[config.mk]
export PLATFORM = sky130hd
export DESIGN_NAME = bba_ctrl
export DESIGN_NICKNAME = d
export VERILOG_FILES = /design/src/rtl/core/bba_pkg.sv /design/src/rtl/core/bba_ctrl.sv
export SDC_FILE = /design/constraint.sdc
export NUM_CORES = 1
export LEC_CHECK = 0
export BUFFER_PORTS_ARGS = -buffer_cell sky130_fd_sc_hd__buf_2
export CAP_MARGIN = 20
export CORE_AREA = 2 2 39 41
export DETAILED_ROUTE_END_ITERATION = 8
export DIE_AREA = 0 0 41 43
export PLACE_DENSITY = 0.51
export RECOVER_POWER = 50
export SLEW_MARGIN = 5
export SYNTH_ARGS = -nofsm -noshare
export SYNTH_HDL_FRONTEND = slang
export SYNTH_SLANG_ARGS = --single-unit
export TNS_END_PERCENT = 1
[constraint.sdc]
create_clock -name clk -period 3.7 [get_ports clk]
set_clock_uncertainty 0.05 [all_clocks]
set_input_delay 0.185 -clock clk [delete_from_list [all_inputs] [get_ports clk]]
set_output_delay 0.185 -clock clk [all_outputs]
set_load 0.1 [all_outputs]
[src/rtl/core/bba_pkg.sv]
package bba_pkg;

  localparam int unsigned NUM_BITS  = 4096;
  localparam int unsigned WORD_W    = 32;
  localparam int unsigned MAP_WORDS = NUM_BITS / WORD_W;
  localparam int unsigned ADDR_W    = (MAP_WORDS > 1) ? $clog2(MAP_WORDS) : 1;
  localparam int unsigned BIT_W     = $clog2(WORD_W);
  localparam int unsigned ID_W      = 16;

  localparam logic CMD_ALLOC = 1'b0;
  localparam logic CMD_FREE  = 1'b1;

  typedef enum logic [1:0] {
    STS_OK    = 2'd0,
    STS_FULL  = 2'd1,
    STS_RANGE = 2'd2
  } sts_code_t;

  typedef struct packed {
    logic            command;
    logic [ID_W-1:0] block_id;
  } in_item_t;

  typedef struct packed {
    logic [ID_W-1:0] block_id_res;
    logic [1:0]      status;
  } out_item_t;

  typedef struct packed {
    logic      load;
    logic      rd_scan;
    logic      rd_free;
    logic      wr_alloc;
    logic      wr_free;
    logic      res_cap;
    logic      res_alloc;
    sts_code_t res_code;
    logic      out_load;
  } dp_cmd_t;

  typedef struct packed {
    logic cmd_free;
    logic in_range;
    logic chk_valid;
    logic word_has_zero;
    logic last_word;
  } dp_sts_t;

endpackage

[src/rtl/core/bba_ctrl.sv]
module bba_ctrl (
  input  logic              clk,
  input  logic              rst,
  input  logic              in_valid,
  input  logic              out_stall,
  input  bba_pkg::dp_sts_t  sts,
  output logic              in_stall,
  output logic              out_valid,
  output bba_pkg::dp_cmd_t  cmd
);

  typedef enum logic [2:0] {
    IDLE,
    DECODE,
    SCAN,
    FREE_WR,
    DONE
  } state_t;

  state_t state;
  state_t state_next;
  logic   accept;

  assign in_stall = (state != IDLE);
  assign accept   = in_valid && (state == IDLE);

  always_comb begin
    cmd            = '0;
    cmd.res_code   = bba_pkg::STS_OK;
    state_next     = state;
    unique case (state)
      IDLE: begin
        if (accept) begin
          cmd.load   = 1'b1;
          state_next = DECODE;
        end
      end
      DECODE: begin
        if (!sts.cmd_free) begin
          cmd.rd_scan = 1'b1;
          state_next  = SCAN;
        end else if (sts.in_range) begin
          cmd.rd_free = 1'b1;
          state_next  = FREE_WR;
        end else begin
          cmd.res_cap  = 1'b1;
          cmd.res_code = bba_pkg::STS_RANGE;
          state_next   = DONE;
        end
      end
      SCAN: begin
        priority if (sts.chk_valid && sts.word_has_zero) begin
          cmd.wr_alloc  = 1'b1;
          cmd.res_cap   = 1'b1;
          cmd.res_alloc = 1'b1;
          state_next    = DONE;
        end else if (sts.chk_valid && sts.last_word) begin
          cmd.res_cap  = 1'b1;
          cmd.res_code = bba_pkg::STS_FULL;
          state_next   = DONE;
        end else begin
          cmd.rd_scan = 1'b1;
        end
      end
      FREE_WR: begin
        cmd.wr_free = 1'b1;
        cmd.res_cap = 1'b1;
        state_next  = DONE;
      end
      DONE: begin
        if (!out_valid || !out_stall) begin
          cmd.out_load = 1'b1;
          state_next   = IDLE;
        end
      end
      default: begin
        state_next = IDLE;
      end
    endcase
  end

  always_ff @(posedge clk) begin
    if (rst) begin
      state     <= IDLE;
      out_valid <= 1'b0;
    end else begin
      state <= state_next;
      if (cmd.out_load) begin
        out_valid <= 1'b1;
      end else if (!out_stall) begin
        out_valid <= 1'b0;
      end
    end
  end

`ifndef ASSERT_OFF
  a_accept_decode: assert property (@(posedge clk) disable iff (rst)
    accept |=> state == DECODE)
    else $error("accepted item did not enter decode");

  a_alloc_write: assert property (@(posedge clk) disable iff (rst)
    cmd.wr_alloc |-> sts.chk_valid && sts.word_has_zero)
    else $error("allocation write without a free bit");

  a_free_range: assert property (@(posedge clk) disable iff (rst)
    cmd.wr_free |-> sts.in_range && sts.cmd_free)
    else $error("free write outside managed range");

  a_out_overwrite: assert property (@(posedge clk) disable iff (rst)
    cmd.out_load |-> !(out_valid && out_stall))
    else $error("output register overwritten while held");
`endif

endmodule

Word-level counts from Yosys, hierarchy flattened. Cells that the tools add are included.

Flip-flop bits (word level): 4. Word-level logic and storage cells: 52.

Equality and inequality tests: 8. Mux-type cells: 33. Reduce and logical (&&, ||, !) cells: 9.

Operators by type and width (count): 2-to-1 mux 1 bit (21); 2-to-1 mux 3 bit (6); one-hot mux 3 bit (5 select lines) (1); == test 3 x 2 -> 1 bit, second input constant (2); 2-to-1 mux 2 bit (2); != test 2 bit, second input constant (2); one-hot mux 2 bit (2 select lines) (1); == test 3 x 1 -> 1 bit, second input constant (1); == test 3 bit, second input constant (1); logical AND 1 bit (3); zero test 3 bit (1); != test 3 bit, second input constant (1); one-hot mux 1 bit (3 select lines) (1); AND reduction 3 bit (1); nonzero test 3 bit (1); zero test 1 bit (2); != test 2 x 1 -> 1 bit, second input constant (1); one-hot mux 1 bit (2 select lines) (1); logical OR 1 bit (1).

Longest topological paths before layout. Gate-level depths: netlist of the first run.

Word-level depth: 5. Mapped depth: 4. Depth with buffers taken out: 3.

Worst setup path before layout of the first run. OpenSTA, ideal clock, no wires.

Kind: reg2out. Start point: register state[2]. End point: output cmd[1] in the netlist's numbering. Arrival: 2.909 ns. Slack: 0.556 ns. Stages on the path, launching flop included: 4. Path buffers: 0. Path through: dfxtp_1 > and2b_1 > nand3b_1 > nor3b_1.

RTL lines: from (decl) (RTL line bba_ctrl.sv:20) `state_t state;`; from (signal assigned) (RTL line bba_ctrl.sv:87) `state <= state_next;`; to (decl) (RTL line bba_ctrl.sv:9) `output bba_pkg::dp_cmd_t cmd`.

==> PnR_summary.wiki, run 1 <==
{| class="wikitable"
! Metric !! Value
|-
| Cell depth of the worst hold path || 2
|-
| Gate Count Post-Synth || 42
|-
| Clk pwr share || 21.5%
|-
| Library cells used by synthesis || 22
|-
| Total clock sinks || 4
|-
| Share of layout cells above drive strength 1 || 31.7%
|-
| Drt first-iter violations || 1
|-
| Worst Tran Pin Value || 1.16 ns
|-
| Yosys Warn Count || 0
|-
| DIE WIDTH || a little over 40 um
|-
| Buffer depth of the longest clock path || 2
|-
| Critical path arrival || around 1.9 ns
|-
| Final number of max-transition violations || 0
|-
| Type of the worst setup path || reg2out
|-
| Num CTS Buffers || 3
|-
| Final nets || 74
|-
| Vias || 375
|-
| Total overflow reported by the global router || 0
|-
| Most frequent standard cell in the layout excluding fill and tap cells || buf_2
|-
| Area of the core || 0.00138 sq mm
|-
| PD cells || between 500 and 600 mW/mm^2
|-
| Post-route fraction of the period consumed by the critical path || 56.6%
|-
| Post-CTS setup buffers || 0
|-
| Net switching power figure || 0.131 mW
|-
| Reg2Reg Capture Point || state[2]$_SDFFE_PP0P_
|-
| Yosys top cell area share || about a quarter
|-
| Via count of the first global-routing pass || 310
|-
| Number of buffer cells added on primary ports || 20
|-
| Register-to-register path setup slack || 2.28 ns
|-
| Die Ht || around 43 um
|-
| Clock tree from TritonCTS || done
|-
| Fraction of power consumed by combinational cells || 54.5%
|-
| Standard-cell rows || 14
|-
| Peak fanout along the critical path || 9
|-
| Initial antenna violation count || 0
|-
| Max cap viols || 0
|-
| Sequential fraction of design power || 24.0%
|-
| Remaining routing DRC violations || 0
|-
| Number of iterations in the first detailed-routing pass || 4
|-
| Clock latency on the worst-skew pair || 0.23 ns
|-
| Hold Path Sink || out_valid$_SDFFE_PP0P_
|-
| Depth of the most critical reg-to-reg path || 3
|-
| Crit path required time || 3.46 ns
|-
| Path type of the worst min-delay path || in2reg
|-
| Shortest period the worst path allows || ~2.1 ns
|-
| Worst R2R Start || state[0]$_SDFFE_PP0P_
|-
| CTS clock-pin slew for the worst setup and hold paths || about 0.030 ns
|-
| N_diodes || 0
|-
| Critical Path Sink Type || primary output
|-
| Post-synthesis sequential element count || 4
|-
| HPWL Detailed || around 590 um
|-
| Hold violation count in the final report || 0
|-
| Fmax || 478 MHz
|-
| Instance count after placement with tap cells included || 76
|-
| Endpoints failing setup || 0
|-
| Element type at the critical path start || register
|-
| Start point of the worst min-delay path || rst
|-
| P&R area growth vs syn || 35.3%
|-
| Routability-driven placement congestion ratio || a little under 0.7
|-
| Full die area || 0.00176 sq mm
|-
| H-Tree Level Count || 1
|-
| I/O Pins || 21
|-
| Run status || finished clean
|-
| Tightest slew margin relative to the limit || 22.9%
|-
| Cell taking the most area after synthesis || dfxtp_1
|-
| Post-Synthesis Mean Instance Area || 7.60 sq um
|-
| Unrepaired setup endpoints after global routing || false
|-
| Top cells by area in the synthesized netlist || dfxtp_1, a2111oi_2, nor2_1
|-
| CTS Root Buffer Type || clkbuf_4
|-
| Synthesized cell area || 319 sq um
|-
| Setup TNS || 0 ns
|-
| Pin count of the biggest net entering global routing || 15
|-
| Initial core utilization || 23.1%
|-
| Number of nets with antenna violations after detailed routing || 0
|-
| Detailed Route WL || 718 um
|-
| Overall fraction of global-route tracks in use || 9.12%
|-
| Routed length per instance || 9.09 um
|-
| Via density per instance || 4.75
|-
| Wire length of the first global-routing pass || 1.06 mm
|-
| Post-layout instance count excluding filler cells || 79
|-
| IR Drop Worst-Case VDD || 0.149 mV
|-
| Switching power share of the total || 54.7%
|-
| Leakage dissipation || 0.204 nW
|-
| Hold Buf Count CTS || 0
|-
| Utilization after layout || 31.2%
|-
| Sequential cell area fraction in the yosys report || 25.1%
|-
| Post-Syn Nets || 51
|-
| Internal Dissipation || 0.108 mW
|-
| Most used cells in the layout excluding fill and tap cells || buf_2, nor2_1, a21oi_1, dfxtp_1, clkbuf_1
|-
| Number of cells upsized or downsized after cts || 0
|}
## layer usage
metal	GRT usage (%)	wire length, um	vias to the layer above
met4	10.0	0	0
met2	15.0	390	12
li1	-	-	197
met1	7.99	286	166
met5	0	0	-
met3	1.57	41	0
## flip-flops by register name, indices dropped and copies added (netlist names)
signal	flops
state	3
out_valid	1
## metrics by stage
stage	hold WS (ns)	instance area, sq um	setup WS (ns)	power, mW
after global placement	0.387	427	2.00	0.195
after detailed placement	0.384	427	1.97	0.195
after floorplan	0.204	319	0.556	0.174
final	0.128	432	1.61	0.239
after global routing	0.132	432	1.54	0.251
after CTS	0.139	449	1.71	0.250
## worst max path at each step
stage / cells past startpoint / end / start / slack, ns
after floorplan: 3 / cmd[1] / state[2]$_SDFFE_PP0P_ / 0.56
after global placement: 3 / cmd[8] / state[0]$_SDFFE_PP0P_ / 2.00
after detailed placement: 3 / cmd[8] / state[0]$_SDFFE_PP0P_ / 1.97
after CTS: 3 / cmd[8] / state[0]$_SDFFE_PP0P_ / 1.71
after global routing: 3 / cmd[5] / state[1]$_SDFFE_PP0P_ / 1.54
final: 3 / cmd[5] / state[2]$_SDFFE_PP0P_ / 1.61
## cells in the mapped netlist
| library cell | n |
|---|---|
| nor2_1 | 7 |
| nand3_1 | 1 |
| o21ai_0 | 1 |
| or3_1 | 1 |
| or2_2 | 1 |
| and2_1 | 1 |
| a211oi_1 | 1 |
| a311oi_1 | 1 |
| or3b_1 | 2 |
| nor3b_1 | 2 |
| nor4bb_1 | 1 |
| and2b_1 | 1 |
| nand2b_1 | 1 |
| inv_1 | 2 |
| buf_2 | 1 |
| o21a_1 | 1 |
| nand2_1 | 3 |
| a21oi_1 | 4 |
| buf_4 | 1 |
| nand3b_1 | 3 |
| a2111oi_2 | 2 |
| dfxtp_1 | 4 |
## critical path: stages (launching register included)
cell,delay [ns]
dfxtp_1,0.37
and2b_1,0.27
and2_1,0.13
clkbuf_1,0.86
## cells by family (layout without fill, tap and decap cells)
kind of cell           after synthesis  in the layout  synth area share (%)
AND/OR/NAND/NOR                     24             24                  43.9
buffers and inverters                4             25                  6.27
AO/OA/AOI/OAI                       10             10                  24.7
flip-flops                           4              4                  25.1
## power by group through the flow
stage | Clock (mW) | Combinational, mW | Sequential (mW)
2_1_floorplan | 0 | 0.118 | 0.0562
3_3_place_gp | 0 | 0.137 | 0.0584
3_5_place_dp | 0 | 0.136 | 0.0584
4_1_cts | 0.0555 | 0.137 | 0.0578
5_1_grt | 0.0572 | 0.136 | 0.0582
6_report | 0.0513 | 0.130 | 0.0573
## area by class of cell
class	count	area (sq um)
fill	159	952
multi-input combinational	34	206
timing repair buffer	20	95.1
sequential	4	80.1
clock buffer	3	22.5
tap	16	20.0
inverter	2	7.51
Note: power is estimated with default switching activity, not from simulation.
==> run 2, diff against run 1 <==
ABC_AREA = 1   (was not set)
PLACE_DENSITY = 0.5   (was 0.51)
clock period = 2 ns   (was 3.7 ns; I/O delays follow)
==> run 2 against run 1 <==
Worst setup slack worse by 1.3 ns. Sequential share of layout area up 0.054 points. Non-clock buffer count unchanged. Critical path type unchanged. Cell count up 13%. Global-route usage up 0.52 points. Synthesized cell count up 21%. Critical path depth up 1. Flip-flop and latch count unchanged. Cell area down 0.29%.
==> PnR_summary.wiki, run 2 <==
{| class="wikitable"
! Metric !! Value
|-
| Run status || finished clean
|-
| Wire length of the first global-routing pass || 1.15 mm (+9.2%)
|-
| HPWL Detailed || 595 um (about the same)
|-
| Number of iterations in the first detailed-routing pass || 4 (unchanged)
|-
| Full die area || 0.00176 sq mm (unchanged)
|-
| PD cells || 1150 mW/mm^2 (+110%)
|-
| Area fraction in compound gates after synthesis || 8.98% (-16 points)
|-
| Worst Tran Pin Value || 1.16 ns (-0.00125 ns)
|-
| Yosys Warn Count || 0 (unchanged)
|-
| DIE WIDTH || 41 um (unchanged)
|-
| P&R area growth vs syn || 40.4%
|-
| Flip-flop cell with the highest count after synthesis || dfxtp_1
|-
| Synth Area in XOR/XNOR || 0% (unchanged)
|-
| Final nets || 84 (+14%)
|-
| CTS Root Buffer Type || clkbuf_4
|-
| Number of buffer cells added on primary ports || 20 (unchanged)
|-
| Fraction of power consumed by combinational cells || 58.9% (+4.4 points)
|-
| Adder-Cell Fraction of Synth Area || 0% (unchanged)
|-
| Synthesized cell area || 307 sq um (-3.9%)
|-
| Commonest cells in the synthesized netlist || inv_1, nand2_1, nor2_1
|-
| Worst Setup Slack post-DPL || 0.593 ns (-1.37 ns)
|-
| Max cap viols || 0 (unchanged)
|-
| Critical Path Sink Type || primary output
|-
| Standard-cell rows || 14 (unchanged)
|-
| Pin count of the biggest net entering global routing || 7 (-8)
|-
| H-Tree Level Count || 1 (unchanged)
|-
| Shortest period the worst path allows || roughly 1.7 ns
|-
| Cell taking the most area after synthesis || dfxtp_1
|-
| I/O Pins || 21 (unchanged)
|-
| Leakage dissipation || 0.285 nW (+39%)
|-
| Register-to-register path setup slack || 0.93 ns (-1.35 ns)
|-
| Yosys top cell area share || 26.1% (+1.0 points)
|-
| Routability-driven placement congestion ratio || 0.708 (+2.1%)
|-
| Proportion of register bits with asynchronous set or reset after synthesis || 0% (unchanged)
|-
| Post-synthesis sequential element count || 4 (unchanged)
|-
| IR Drop Worst-Case VDD || 0.291 mV (+95%)
|-
| Sequential cell area fraction in the yosys report || 26.1% (+1.0 points)
|-
| Remaining routing DRC violations || 0 (unchanged)
|-
| Routed length per instance || 7.71 um (-15%)
|-
| Flip-flop count of the largest register, all copies and words added || 3 (unchanged)
|-
| Main combinational cell family by area after synthesis || simple AND/OR/NAND/NOR gates
|-
| N_diodes || 0 (unchanged)
|-
| Switching power share of the total || 58.4% (+3.7 points)
|-
| Initial antenna violation count || 0 (unchanged)
|-
| Tightest slew margin relative to the limit || 23.0% (+0.083 points)
|-
| Peak fanout along the critical path || 5 (-4)
|-
| Most frequent standard cell in the layout excluding fill and tap cells || buf_2
|-
| Post-Syn Nets || 60 (+18%)
|-
| Multiplexer area fraction after synthesis || 0% (unchanged)
|-
| Element type at the critical path start || register
|-
| Overall fraction of global-route tracks in use || 9.64% (+0.52 points)
|-
| Number of nets with antenna violations after detailed routing || 0 (unchanged)
|-
| Least setup slack across all paths after layout || 0.327 ns (-1.28 ns)
|-
| Net switching power figure || 0.289 mW (+120%)
|-
| Number of cells upsized or downsized after cts || 0 (unchanged)
|-
| Hold violation count in the final report || 0 (unchanged)
|-
| Clock tree from TritonCTS || done
|-
| Share of layout cells above drive strength 1 || 37.0% (+5.2 points)
|-
| Hold Buf Count CTS || 0 (unchanged)
|-
| Vias || 363 (-3.2%)
|-
| Clk pwr share || 20.6% (-0.9 points)
|-
| Type of the worst setup path || reg2out
|-
| Library cells used by synthesis || 17 (-23%)
|-
| Die Ht || 43 um (unchanged)
|-
| Gate Count Post-Synth || 51 (+21%)
|-
| Endpoints failing setup || 0 (unchanged)
|-
| Total design power || 0.494 mW (+110%)
|-
| Via density per instance || 4.08 (-14%)
|-
| Post-Synthesis Mean Instance Area || 6.01 sq um (-21%)
|-
| Basic-gate share of the synthesized area counting and, or, nand and nor cells || 47.8% (+3.8 points)
|-
| CTS clock-pin slew for the worst setup and hold paths || 0.04 ns (about the same)
|-
| Most used cells in the layout excluding fill and tap cells || buf_2, nand2_1, inv_1
|-
| Post-route fraction of the period consumed by the critical path || 83.7%
|-
| Buffer depth of the longest clock path || 2 (unchanged)
|-
| Path type of the worst min-delay path || in2reg
|-
| Sequential fraction of design power || 20.6% (-3.4 points)
|-
| Critical path arrival || 1.52 ns (-0.34 ns)
|-
| Internal Dissipation || 0.206 mW (+90%)
|-
| Drt first-iter violations || 2 (+1)
|-
| Unrepaired setup endpoints after global routing || false
|-
| Largest registers in the final layout || state: 3 flops, out_valid: 1 flops
|-
| Num CTS Buffers || 3 (unchanged)
|-
| Largest Register || state
|-
| Fill cell instance count of the final layout || 169 (+6.3%)
|-
| Top cells by area in the synthesized netlist || dfxtp_1, inv_1, nand2_1
|-
| Total overflow reported by the global router || 0 (unchanged)
|-
| Post-CTS setup buffers || 0 (unchanged)
|-
| Area of the core || 0.00138 sq mm (unchanged)
|-
| Initial core utilization || 22.2% (-0.90 points)
|-
| Clock latency on the worst-skew pair || 0.24 ns (about the same)
|-
| Fmax || 598 MHz
|-
| Total clock sinks || 4 (unchanged)
|-
| Crit path required time || 1.85 ns (-1.61 ns)
|-
| Detailed Route WL || 686 um (-4.5%)
|-
| Via count of the first global-routing pass || 330 (+6.5%)
|-
| Final number of max-transition violations || 0 (unchanged)
|-
| EDFF count, synth || 0 (unchanged)
|}
run 2: metal layers:
layer	vias to the layer above	global-route usage (%)	part of all wire (%)	wire length, um
met5	-	0	0	0
met4	0	8.00	2.2	15
met3	2	1.57	4.7	32
met2	10	13.4	48	330
met1	151	12.2	45	307
li1	200	-	-	-
run 2: cell families after synthesis:
kind of cell	count (synthesis)
buffers and inverters	13
DFF	4
AOI/OAI and AO/OA	5
and+or+nand+nor	29
run 2: critical path: stages, from the launching register on:
cell	delay, ns
dfxtp_1	0.34
nor3_1	0.34
inv_1	0.09
nor2_1	0.08
buf_2	0.42
run 2: power by group through the flow:
| stage | clock network, mW | registers, mW | logic [mW] |
|---|---|---|---|
| final | 0.102 | 0.102 | 0.291 |
| after global routing | 0.108 | 0.104 | 0.310 |
| after CTS | 0.105 | 0.102 | 0.300 |
| after detailed placement | 0 | 0.104 | 0.299 |
| after global placement | 0 | 0.104 | 0.299 |
| after floorplan | 0 | 0.109 | 0.250 |
run 2: stage by stage:
stage                     hold slack, ns  setup TNS [ns]  cells  instance area, sq um  utilization, %
final                             0.0369               0     89                   430            31.1
after global routing              0.0440               0     89                   430            31.1
after CTS                         0.0304               0     89                   447            32.3
after detailed placement           0.283               0     86                   424            30.7
after global placement             0.282               0     86                   424            30.7
after floorplan                    0.119           -2.32     51                   312               -
run 2: layout make-up:
type,count,area (sq um),share of cell area [%]
Clock buffer,3,22.5,5.23
Inverter,12,45.0,10.5
Multi-Input combinational cell,34,164,38.1
Sequential cell,4,80.1,18.6
Tap cell,16,20.0,4.65
Timing Repair Buffer,20,98.8,23.0
run 2: path summary, 6_finish.rpt:
path | end | start | cells past startpoint
worst max-delay path | cmd[9] | state[2]$_SDFFE_PP0P_ | 4
worst min-delay path | state[1]$_SDFFE_PP0P_ | rst | 2
worst max register to register | state[0]$_SDFFE_PP0P_ | state[0]$_SDFFE_PP0P_ | 4
worst min register to register | out_valid$_SDFFE_PP0P_ | out_valid$_SDFFE_PP0P_ | 2
